<file path="config.mk">
export PLATFORM = sky130hd
export DESIGN_NAME = circle_raster_generator_core
export DESIGN_NICKNAME = d
export VERILOG_FILES = /design/src/crg_pkg.sv /design/src/circle_raster_generator_core.sv
export SDC_FILE = /design/constraint.sdc
export NUM_CORES = 1
export LEC_CHECK = 0
export BUFFER_PORTS_ARGS = -buffer_cell sky130_fd_sc_hd__buf_2
export CAP_MARGIN = 20
export CORE_AREA = 2 2 239 170
export CTS_BUF_LIST = sky130_fd_sc_hd__clkbuf_8
export DETAILED_ROUTE_END_ITERATION = 7
export DIE_AREA = 0 0 241 172
export HOLD_SLACK_MARGIN = 0.1
export PLACE_DENSITY = 0.61
export SLEW_MARGIN = 20
export SYNTH_ARGS = -nofsm -noshare
export SYNTH_HDL_FRONTEND = slang
export SYNTH_SLANG_ARGS = --single-unit
</file>
<file path="constraint.sdc">
create_clock -name clk_i -period 10.95 [get_ports clk_i]
set_clock_uncertainty 0.1 [all_clocks]
set_input_delay 2.7375 -clock clk_i [delete_from_list [all_inputs] [get_ports clk_i]]
set_output_delay 2.7375 -clock clk_i [all_outputs]
set_load 0.03 [all_outputs]
</file>
<file path="src/crg_pkg.sv">
// ---------------------------------------------------------------------------
// Circle raster generator package
// Shared widths, operation codes and slot limits.
// ---------------------------------------------------------------------------
package crg_pkg;

  localparam int unsigned COORD_BITS_DEF  = 11;
  localparam int unsigned RADIUS_BITS_DEF = 10;

  localparam int unsigned XY_W        = 13;
  localparam int unsigned OUT_W       = 3 * XY_W;
  localparam int unsigned OUT_TDATA_W = ((OUT_W + 7) / 8) * 8;

  localparam int unsigned SLOT_W = 3;
  localparam logic [SLOT_W-1:0] SLOT_LAST_FILL    = SLOT_W'(3);
  localparam logic [SLOT_W-1:0] SLOT_LAST_OUTLINE = SLOT_W'(7);

  typedef enum logic {
    OP_START = 1'b0,
    OP_STEP  = 1'b1
  } op_e;

endpackage

</file>
<file path="src/circle_raster_generator_core.sv">
// A step word is registered into the word issue stage, and each result word into the result register.
// A start word yields no result word; a step word yields eight in outline mode and four in fill mode,
// issued through the single result register (one word per cycle unless m_axis_tready stalls it).
// The next step is accepted in the cycle its predecessor's last word is issued.
// Reset (rst_ni low, asynchronous) clears the circle state: no circle is active.
// ---------------------------------------------------------------------------
// Circle raster generator core
// Andres circle rasterizer: start loads a circle, each step issues points or spans.
// ---------------------------------------------------------------------------
module circle_raster_generator_core import crg_pkg::*; #(
  parameter int unsigned COORD_BITS  = COORD_BITS_DEF,
  parameter int unsigned RADIUS_BITS = RADIUS_BITS_DEF,
  localparam int unsigned InW        = 2 * COORD_BITS + RADIUS_BITS + 1,
  localparam int unsigned InTdataW   = ((InW + 7) / 8) * 8
) (
  input  logic                   clk_i,
  input  logic                   rst_ni,
  input  logic                   s_axis_tvalid,
  output logic                   s_axis_tready,
  // center_x, center_y, radius_in, fill_mode, zero pad
  input  logic [InTdataW-1:0]    s_axis_tdata,
  // operation
  input  logic                   s_axis_tuser,
  output logic                   m_axis_tvalid,
  input  logic                   m_axis_tready,
  // x_start, x_end, row, zero pad
  output logic [OUT_TDATA_W-1:0] m_axis_tdata,
  output logic                   m_axis_tlast,
  // done_res
  output logic                   m_axis_tuser
);

  localparam int unsigned SumW = ((COORD_BITS > RADIUS_BITS) ? COORD_BITS : RADIUS_BITS) + 2;
  localparam int unsigned DecW = RADIUS_BITS + 3;
  localparam int unsigned NxyW = RADIUS_BITS + 2;

  // input fields
  logic [COORD_BITS-1:0]  in_cx, in_cy;
  logic [RADIUS_BITS-1:0] in_rad;
  logic                   in_fill;
  logic                   in_fire, start_fire, step_fire;

  assign in_cx   = s_axis_tdata[COORD_BITS-1:0];
  assign in_cy   = s_axis_tdata[2*COORD_BITS-1:COORD_BITS];
  assign in_rad  = s_axis_tdata[2*COORD_BITS+RADIUS_BITS-1:2*COORD_BITS];
  assign in_fill = s_axis_tdata[2*COORD_BITS+RADIUS_BITS];

  // circle state
  logic                   active_q, active_d;
  logic                   fill_q, fill_d;
  logic [COORD_BITS-1:0]  cx_q, cx_d, cy_q, cy_d;
  logic [RADIUS_BITS-1:0] rad_q, rad_d, offx_q, offx_d, offy_q, offy_d;
  logic signed [DecW-1:0] dec_q, dec_d;

  // word issue stage
  logic                   busy_q, busy_d;
  logic [SLOT_W-1:0]      slot_q, slot_d;
  logic                   em_fill_q, em_done_q;
  logic [COORD_BITS-1:0]  em_cx_q, em_cy_q;
  logic [RADIUS_BITS-1:0] em_a_q, em_b_q;

  // result register
  logic                   m_valid_q, m_valid_d;
  logic [OUT_TDATA_W-1:0] m_data_q;
  logic                   m_last_q, m_done_q;

  logic out_ready, emit, last_slot;

  assign out_ready     = !m_valid_q || m_axis_tready;
  assign last_slot     = em_fill_q ? (slot_q == SLOT_LAST_FILL) : (slot_q == SLOT_LAST_OUTLINE);
  assign emit          = busy_q && out_ready;
  assign s_axis_tready = !busy_q || (out_ready && last_slot);
  assign in_fire       = s_axis_tvalid && s_axis_tready;
  assign start_fire    = in_fire && (s_axis_tuser == OP_START);
  assign step_fire     = in_fire && (s_axis_tuser == OP_STEP) && active_q;

  // decision rule
  logic signed [DecW-1:0] two_a, two_b, two_rb;
  logic signed [DecW-1:0] nd_x, nd_y, nd_xy, nd;
  logic signed [NxyW-1:0] ox_s, oy_s, nx, ny;
  logic                   done;

  assign two_a  = signed'(DecW'({offx_q, 1'b0}));
  assign two_b  = signed'(DecW'({offy_q, 1'b0}));
  assign two_rb = signed'(DecW'({rad_q - offy_q, 1'b0}));
  assign nd_x   = dec_q - two_a - DecW'(1);
  assign nd_y   = dec_q + two_b - DecW'(1);
  assign nd_xy  = dec_q + two_b - two_a - DecW'(2);
  assign ox_s   = signed'(NxyW'(offx_q));
  assign oy_s   = signed'(NxyW'(offy_q));

  always_comb begin
    if (dec_q >= two_a) begin
      nd = nd_x;
      nx = ox_s + NxyW'(1);
      ny = oy_s;
    end else if (dec_q < two_rb) begin
      nd = nd_y;
      nx = ox_s;
      ny = oy_s - NxyW'(1);
    end else begin
      nd = nd_xy;
      nx = ox_s + NxyW'(1);
      ny = oy_s - NxyW'(1);
    end
  end

  assign done = ny < nx;

  always_comb begin
    active_d = active_q;
    fill_d   = fill_q;
    cx_d     = cx_q;
    cy_d     = cy_q;
    rad_d    = rad_q;
    offx_d   = offx_q;
    offy_d   = offy_q;
    dec_d    = dec_q;
    if (start_fire) begin
      active_d = 1'b1;
      fill_d   = in_fill;
      cx_d     = in_cx;
      cy_d     = in_cy;
      rad_d    = in_rad;
      offx_d   = '0;
      offy_d   = in_rad;
      dec_d    = signed'(DecW'(in_rad)) - DecW'(1);
    end else if (step_fire) begin
      if (done) begin
        active_d = 1'b0;
        offx_d   = '0;
        offy_d   = '0;
        dec_d    = '0;
      end else begin
        offx_d   = nx[RADIUS_BITS-1:0];
        offy_d   = ny[RADIUS_BITS-1:0];
        dec_d    = nd;
      end
    end
  end

  always_comb begin
    busy_d = busy_q;
    slot_d = slot_q;
    if (emit) begin
      slot_d = slot_q + SLOT_W'(1);
      if (last_slot) begin
        busy_d = 1'b0;
      end
    end
    if (step_fire) begin
      busy_d = 1'b1;
      slot_d = '0;
    end
  end

  assign m_valid_d = emit || (m_valid_q && !m_axis_tready);

  always_ff @(posedge clk_i or negedge rst_ni) begin
    if (!rst_ni) begin
      active_q  <= 1'b0;
      fill_q    <= 1'b0;
      cx_q      <= '0;
      cy_q      <= '0;
      rad_q     <= '0;
      offx_q    <= '0;
      offy_q    <= '0;
      dec_q     <= '0;
      busy_q    <= 1'b0;
      slot_q    <= '0;
      m_valid_q <= 1'b0;
    end else begin
      active_q  <= active_d;
      fill_q    <= fill_d;
      cx_q      <= cx_d;
      cy_q      <= cy_d;
      rad_q     <= rad_d;
      offx_q    <= offx_d;
      offy_q    <= offy_d;
      dec_q     <= dec_d;
      busy_q    <= busy_d;
      slot_q    <= slot_d;
      m_valid_q <= m_valid_d;
    end
  end

  // snapshot of the offsets that the step works on
  always_ff @(posedge clk_i) begin
    if (step_fire) begin
      em_fill_q <= fill_q;
      em_done_q <= done;
      em_cx_q   <= cx_q;
      em_cy_q   <= cy_q;
      em_a_q    <= offx_q;
      em_b_q    <= offy_q;
    end
  end

  // point and span coordinates
  logic signed [SumW-1:0] ex_cx, ex_cy, ex_a, ex_b;
  logic signed [SumW-1:0] cx_pa, cx_ma, cx_pb, cx_mb, cy_pa, cy_ma, cy_pb, cy_mb;
  logic signed [XY_W-1:0] xs, xe, rw;

  assign ex_cx = signed'(SumW'(em_cx_q));
  assign ex_cy = signed'(SumW'(em_cy_q));
  assign ex_a  = signed'(SumW'(em_a_q));
  assign ex_b  = signed'(SumW'(em_b_q));
  assign cx_pa = ex_cx + ex_a;
  assign cx_ma = ex_cx - ex_a;
  assign cx_pb = ex_cx + ex_b;
  assign cx_mb = ex_cx - ex_b;
  assign cy_pa = ex_cy + ex_a;
  assign cy_ma = ex_cy - ex_a;
  assign cy_pb = ex_cy + ex_b;
  assign cy_mb = ex_cy - ex_b;

  always_comb begin
    xs = XY_W'(cx_pa);
    xe = XY_W'(cx_pa);
    rw = XY_W'(cy_pb);
    if (em_fill_q) begin
      case (slot_q[1:0])
        2'd0: begin
          xs = XY_W'(cx_mb);
          xe = XY_W'(cx_pb);
          rw = XY_W'(cy_pa);
        end
        2'd1: begin
          xs = XY_W'(cx_ma);
          xe = XY_W'(cx_pa);
          rw = XY_W'(cy_pb);
        end
        2'd2: begin
          xs = XY_W'(cx_ma);
          xe = XY_W'(cx_pa);
          rw = XY_W'(cy_mb);
        end
        default: begin
          xs = XY_W'(cx_mb);
          xe = XY_W'(cx_pb);
          rw = XY_W'(cy_ma);
        end
      endcase
    end else begin
      case (slot_q)
        3'd0: begin
          xs = XY_W'(cx_pa);
          rw = XY_W'(cy_pb);
        end
        3'd1: begin
          xs = XY_W'(cx_pb);
          rw = XY_W'(cy_pa);
        end
        3'd2: begin
          xs = XY_W'(cx_ma);
          rw = XY_W'(cy_pb);
        end
        3'd3: begin
          xs = XY_W'(cx_mb);
          rw = XY_W'(cy_pa);
        end
        3'd4: begin
          xs = XY_W'(cx_pa);
          rw = XY_W'(cy_mb);
        end
        3'd5: begin
          xs = XY_W'(cx_pb);
          rw = XY_W'(cy_ma);
        end
        3'd6: begin
          xs = XY_W'(cx_ma);
          rw = XY_W'(cy_mb);
        end
        default: begin
          xs = XY_W'(cx_mb);
          rw = XY_W'(cy_ma);
        end
      endcase
      xe = xs;
    end
  end

  always_ff @(posedge clk_i) begin
    if (emit) begin
      m_data_q <= OUT_TDATA_W'({rw, xe, xs});
      m_last_q <= last_slot;
      m_done_q <= last_slot && em_done_q;
    end
  end

  assign m_axis_tvalid = m_valid_q;
  assign m_axis_tdata  = m_data_q;
  assign m_axis_tlast  = m_last_q;
  assign m_axis_tuser  = m_done_q;

endmodule

</file>
Word-level counts from Yosys, hierarchy flattened
Cells that the tools add are included.

storage, ports and cells
  output and inout port bits = 44
  logic and storage cells = 112
  bits of input ports = 45
  bits in registers = 157

cells by class
  reductions and logical operators = 29
  bitwise logic cells = 1
  equality and inequality tests = 9
  $add $sub $neg = 19
  multiplexer cells = 31
  order comparisons = 3

operators with widths
  kind                   number
  $mux 13                9
  $pmux 13 s3            3
  $mux 10                6
  $add 11x10->12         4
  $sub 11x10->12         4
  $mux 12                3
  $sub 13x12->13         2
  $sub 13x2->13 const B  2
  $sub 10x1->11 const B  2
  $reduce_or 2->1        7
  $add 13x12->13         1
  $ge 13x12->1           1
  $lt 13x12->1           1
  $sub 13x3->13 const B  1
  $eq 3x3->1 const B     4
  $lt 12x12->1           1
  $add 10x1->11 const B  1
  $mux 11                1
  $sub 10x10->10         1
  $logic_and 1x1->1      8
  $reduce_bool 2->1      4
  $mux 1                 7
  $eq 3x2->1 const B     2
  $mux 3                 2
  other kinds (10)       15

Depth between registers and ports, before layout
  word-level depth = 9
  gate-level depth with buffers = 33
  gate-level depth less buffers = 32

Worst setup path after synthesis
OpenSTA, ideal clock, no wires.

  path kind = register -> register
  start point = register offy_q[2]
  end point = register dec_q[0]
  clock period less this slack = 6022 ps
  data arrival time = 5797 ps
  data required time = 10725 ps
  stages on the path, launching flop included = 33
  path buffers = 2
  setup slack = 4928 ps
  setup time = 125 ps
  cell sequence = dfrtp_1 > clkbuf_1 > inv_1 > ha_1 > inv_1 > o21ai_0 > a21oi_1 > o21bai_1 > a21oi_1 > o21bai_1 > or4_1 > and3_1 > ha_1 > nand2_1 > a21oi_1 > a2111oi_0 > a21o_1 > o21ai_1 > and4_1 > buf_2 > nand3_1 > xnor2_1 > ha_1 > a2111oi_0 > o21ai_0 > a21oi_1 > nand2_1 > nor4b_1 > a211o_4 > nor2_8 > inv_2 > nor4_1 > a2111oi_0

between the ends
  word-level cells in the longest chain between the ends = 8
  elaborated cells between the ends (all ways) = 12
  classes of those cells = add/sub: 2; order compare: 2; mux: 8

RTL lines
  element                 line                                 text
  from (decl)             circle_raster_generator_core.sv:52   logic [RADIUS_BITS-1:0] rad_q, rad_d, offx_q, offx_d, offy_q, offy_d;
  from (signal assigned)  circle_raster_generator_core.sv:179  offy_q <= offy_d;
  $sub 10x10->10          circle_raster_generator_core.sv:85   assign two_rb = signed'(DecW'({rad_q - offy_q, 1'b0}));
  $lt 13x12->1            circle_raster_generator_core.sv:97   end else if (dec_q < two_rb) begin
  $mux 11                 circle_raster_generator_core.sv:97
  $mux 12                 circle_raster_generator_core.sv:93   if (dec_q >= two_a) begin
  $lt 12x12->1 *          circle_raster_generator_core.sv:108  assign done = ny < nx;
  net done                circle_raster_generator_core.sv:81   logic done;
  $mux 13 *               circle_raster_generator_core.sv:129  if (done) begin
  $mux 13 *               circle_raster_generator_core.sv:128  end else if (step_fire) begin
  $mux 13 *               circle_raster_generator_core.sv:119  if (start_fire) begin
  to (signal assigned)    circle_raster_generator_core.sv:168  dec_q <= '0;
  to (signal assigned)    circle_raster_generator_core.sv:180  dec_q <= dec_d;
  to (decl)               circle_raster_generator_core.sv:53   logic signed [DecW-1:0] dec_q, dec_d;

The timed path passes the listed nets; every way through them passes the cells marked *. The select of a mux whose other input is x is not followed.
A chain may end at the register's enable or synchronous reset.

Worst setup path in the final report
  start point = register offy_q[1]
  end point = register dec_q[0]

Same word-level chain as after synthesis.

==> run metrics <==
status=complete, no violations; reg2reg setup slack=2.74 ns; GPL Wtd Cong=0.949; # setup viols final=0; Vias/cell=5.54; register area=4320 µm²; Routed WL=43,400 µm; 1st-iter DRT viols=1,420; Fillers=3,985; Yosys warnings=0; CP dominant cell by count=a21oi_1; Post-synth ARST share=0.462; placed cell count=2,194; largest net degree at the start of global routing=65; Starting Density=0.357; Post-CTS Setup Bufs=0; Cell Rows=61; hpwl dp=33,500 µm; DRC viols=0; max frequency=122 MHz; GRT Total Usage=0.211; antenna viol nets, final=0; Synth Instances=1,645; global-route wire length before repair=66,600 µm; Post-synth EDFFs=84; fraction of layout cells with a size suffix above 1=0.0852; Die H=172 µm; vias after detailed routing=12,300; Chip Width=241 µm; CP max-delay cell=a2111oi_0; Max-cap violations=0; # H-tree levels=4; Setup TNS=0 ns; Worst EP required=11.22 ns; Hold Path End=em_cx_q[0]$_DFFE_PP_; slew at the pin closest to its max-slew limit=1.15 ns; Slew Viols, Final=0; Startpoint Class=register; FF+latch count, synth=156; hold_sp=cx_q[0]$_DFFE_PN0P_; io pins=89; Multi-input gate area=8920 µm²; number of buffers created by CTS=17; initial antenna violation count=2; total gr overflow=0; nets@finish=1,895; crit end category=register; leading cell type in the layout, fill and taps excluded=nand2_1; Synth Flop Type=edfxtp_1; Hold Path Class=reg2reg; port bufs=80; minimum clock period after layout=8.21 ns; # hold bufs at CTS=0; CP Buf/Inv Count=2; average size of a mapped cell=8.50 µm²; worst-case reg-to-reg path depth=30; Clock Tree Root=clkbuf_8; Slowest Stage Delay on Critical Path=0.72 ns; Clock transition at path regs=0.10 ns; Crit path max-delay family=compound AO/OA/AOI/OAI gates; FF-to-FF Start=offy_q[1]$_DFFE_PN0P_; most frequent cells in the layout=198 x nand2_1, 160 x ha_1, 129 x nor2_1; R2R Path End=dec_q[0]$_DFFE_PN0P_; Max transition margin=0.230; clk_lat worst skew=0.50 ns; maximum root-to-sink buffer count=2; vias in the first global route=11,300; Data arrival, critical path=8.48 ns; hold path depth=0; TritonRoute pass-1 iters=8; Sink Count=156; Routed WL per cell=19.5 µm; area grow syn2layout=8.76%; PostCTS Resize Cnt=0; RSZ-0062 raised after global routing=false; die footprint=41,500 µm²; Finished Layout Cells=2,226; Netlist cell types=75; number of diodes=0; final hold violations=0; ratio of final minimum period to clock period=0.750; post-synthesis net count=1,862; CTS tree=done; crit path max fanout=24; Seq/Total Area, Yosys=0.309; Syn Std Cell Area=14,000 µm²; Crit Path Class=reg2reg; Core Area=39,200 µm²
-- worst max-delay path by stage --
stage	startpoint	to	slack, ns	cells past startpoint
CTS	offy_q[2]$_DFFE_PN0P_	dec_q[0]$_DFFE_PN0P_	2.97	30
global placement	offy_q[1]$_DFFE_PN0P_	dec_q[0]$_DFFE_PN0P_	3.13	30
finish	offy_q[1]$_DFFE_PN0P_	dec_q[0]$_DFFE_PN0P_	2.74	30
global route	offy_q[2]$_DFFE_PN0P_	dec_q[0]$_DFFE_PN0P_	2.28	30
floorplan	offy_q[2]$_DFFE_PN0P_	dec_q[0]$_DFFE_PN0P_	4.93	32
detailed placement	offy_q[1]$_DFFE_PN0P_	dec_q[0]$_DFFE_PN0P_	3.01	30
-- cell type report --
class	instances	area share
clock inverters	15	0.00863
inverters	117	0.0289
repair buffers	93	0.0329
multi-input cells	1293	0.586
well taps	535	0.0440
clock buffers	17	0.0154
flip-flops and latches	156	0.284
-- layer usage --
metal,track usage,vias up,wire (µm)
met1,0.339,5880,22100
met4,0.0488,2,520
met5,0,-,11
met2,0.285,464,16900
met3,0.0362,45,3810
li1,-,5941,-
-- stage by stage --
stage                      util  hold slack (ns)  setup WS [ns]  area [µm²]
after floorplan               -            0.325           4.93       14000
after global placement    0.379            0.333           3.13       14800
after detailed placement  0.379            0.331           3.01       14800
after CTS                 0.388            0.357           2.97       15200
after global routing      0.388            0.363           2.28       15200
final                     0.388            0.355           2.74       15200
-- sequential cells by signal (all words and copies together) (netlist names), 11 cells and up --
name,cells
m_axis_tdata,38
dec_q,13
cx_q,11
cy_q,11
em_cx_q,11
em_cy_q,11
-- worst register-to-register path: cells and delay by family (launching register included) --
| kind | cells | cell delay (ns) |
|---|---|---|
| flip-flops | 1 | 0.63 |
| AND/OR/NAND/NOR | 9 | 1.96 |
| XOR/XNOR | 1 | 0.19 |
| adder cells (fa/ha/maj) | 3 | 0.90 |
| AO/OA/AOI/OAI | 15 | 3.89 |
| buffers and inverters | 2 | 0.37 |
-- cell families (layout without fill, tap and decap cells) --
| logic type | Yosys count | count (layout) | synth area share |
|---|---|---|---|
| AND/OR/NAND/NOR | 522 | 522 | 0.171 |
| AO/OA/AOI/OAI | 446 | 446 | 0.209 |
| buffers and inverters | 196 | 242 | 0.0542 |
| adder cells (fa/ha/maj) | 172 | 172 | 0.160 |
| flip-flops | 156 | 156 | 0.309 |
| XOR/XNOR | 136 | 136 | 0.0851 |
| multiplexers | 16 | 16 | 0.0114 |
| other | 1 | 1 | 0.000268 |
-- synth_stat cells (25+ instances only) --
master / instances / area share
nand2_1: 198 / 0.053
ha_1: 160 / 0.14
nor2_1: 130 / 0.035
a21oi_1: 128 / 0.046
inv_1: 113 / 0.030
xnor2_1: 90 / 0.056
edfxtp_1: 84 / 0.18
o21ai_0: 82 / 0.029
dfrtp_1: 72 / 0.13
clkbuf_1: 67 / 0.018
xor2_1: 46 / 0.029
nor3_1: 41 / 0.015
nand3_1: 36 / 0.013
nor2b_1: 33 / 0.015
o21bai_1: 25 / 0.013
Power is not shown: default switching activity piles up to over one toggle a cycle in this logic, so the estimate is an artifact.
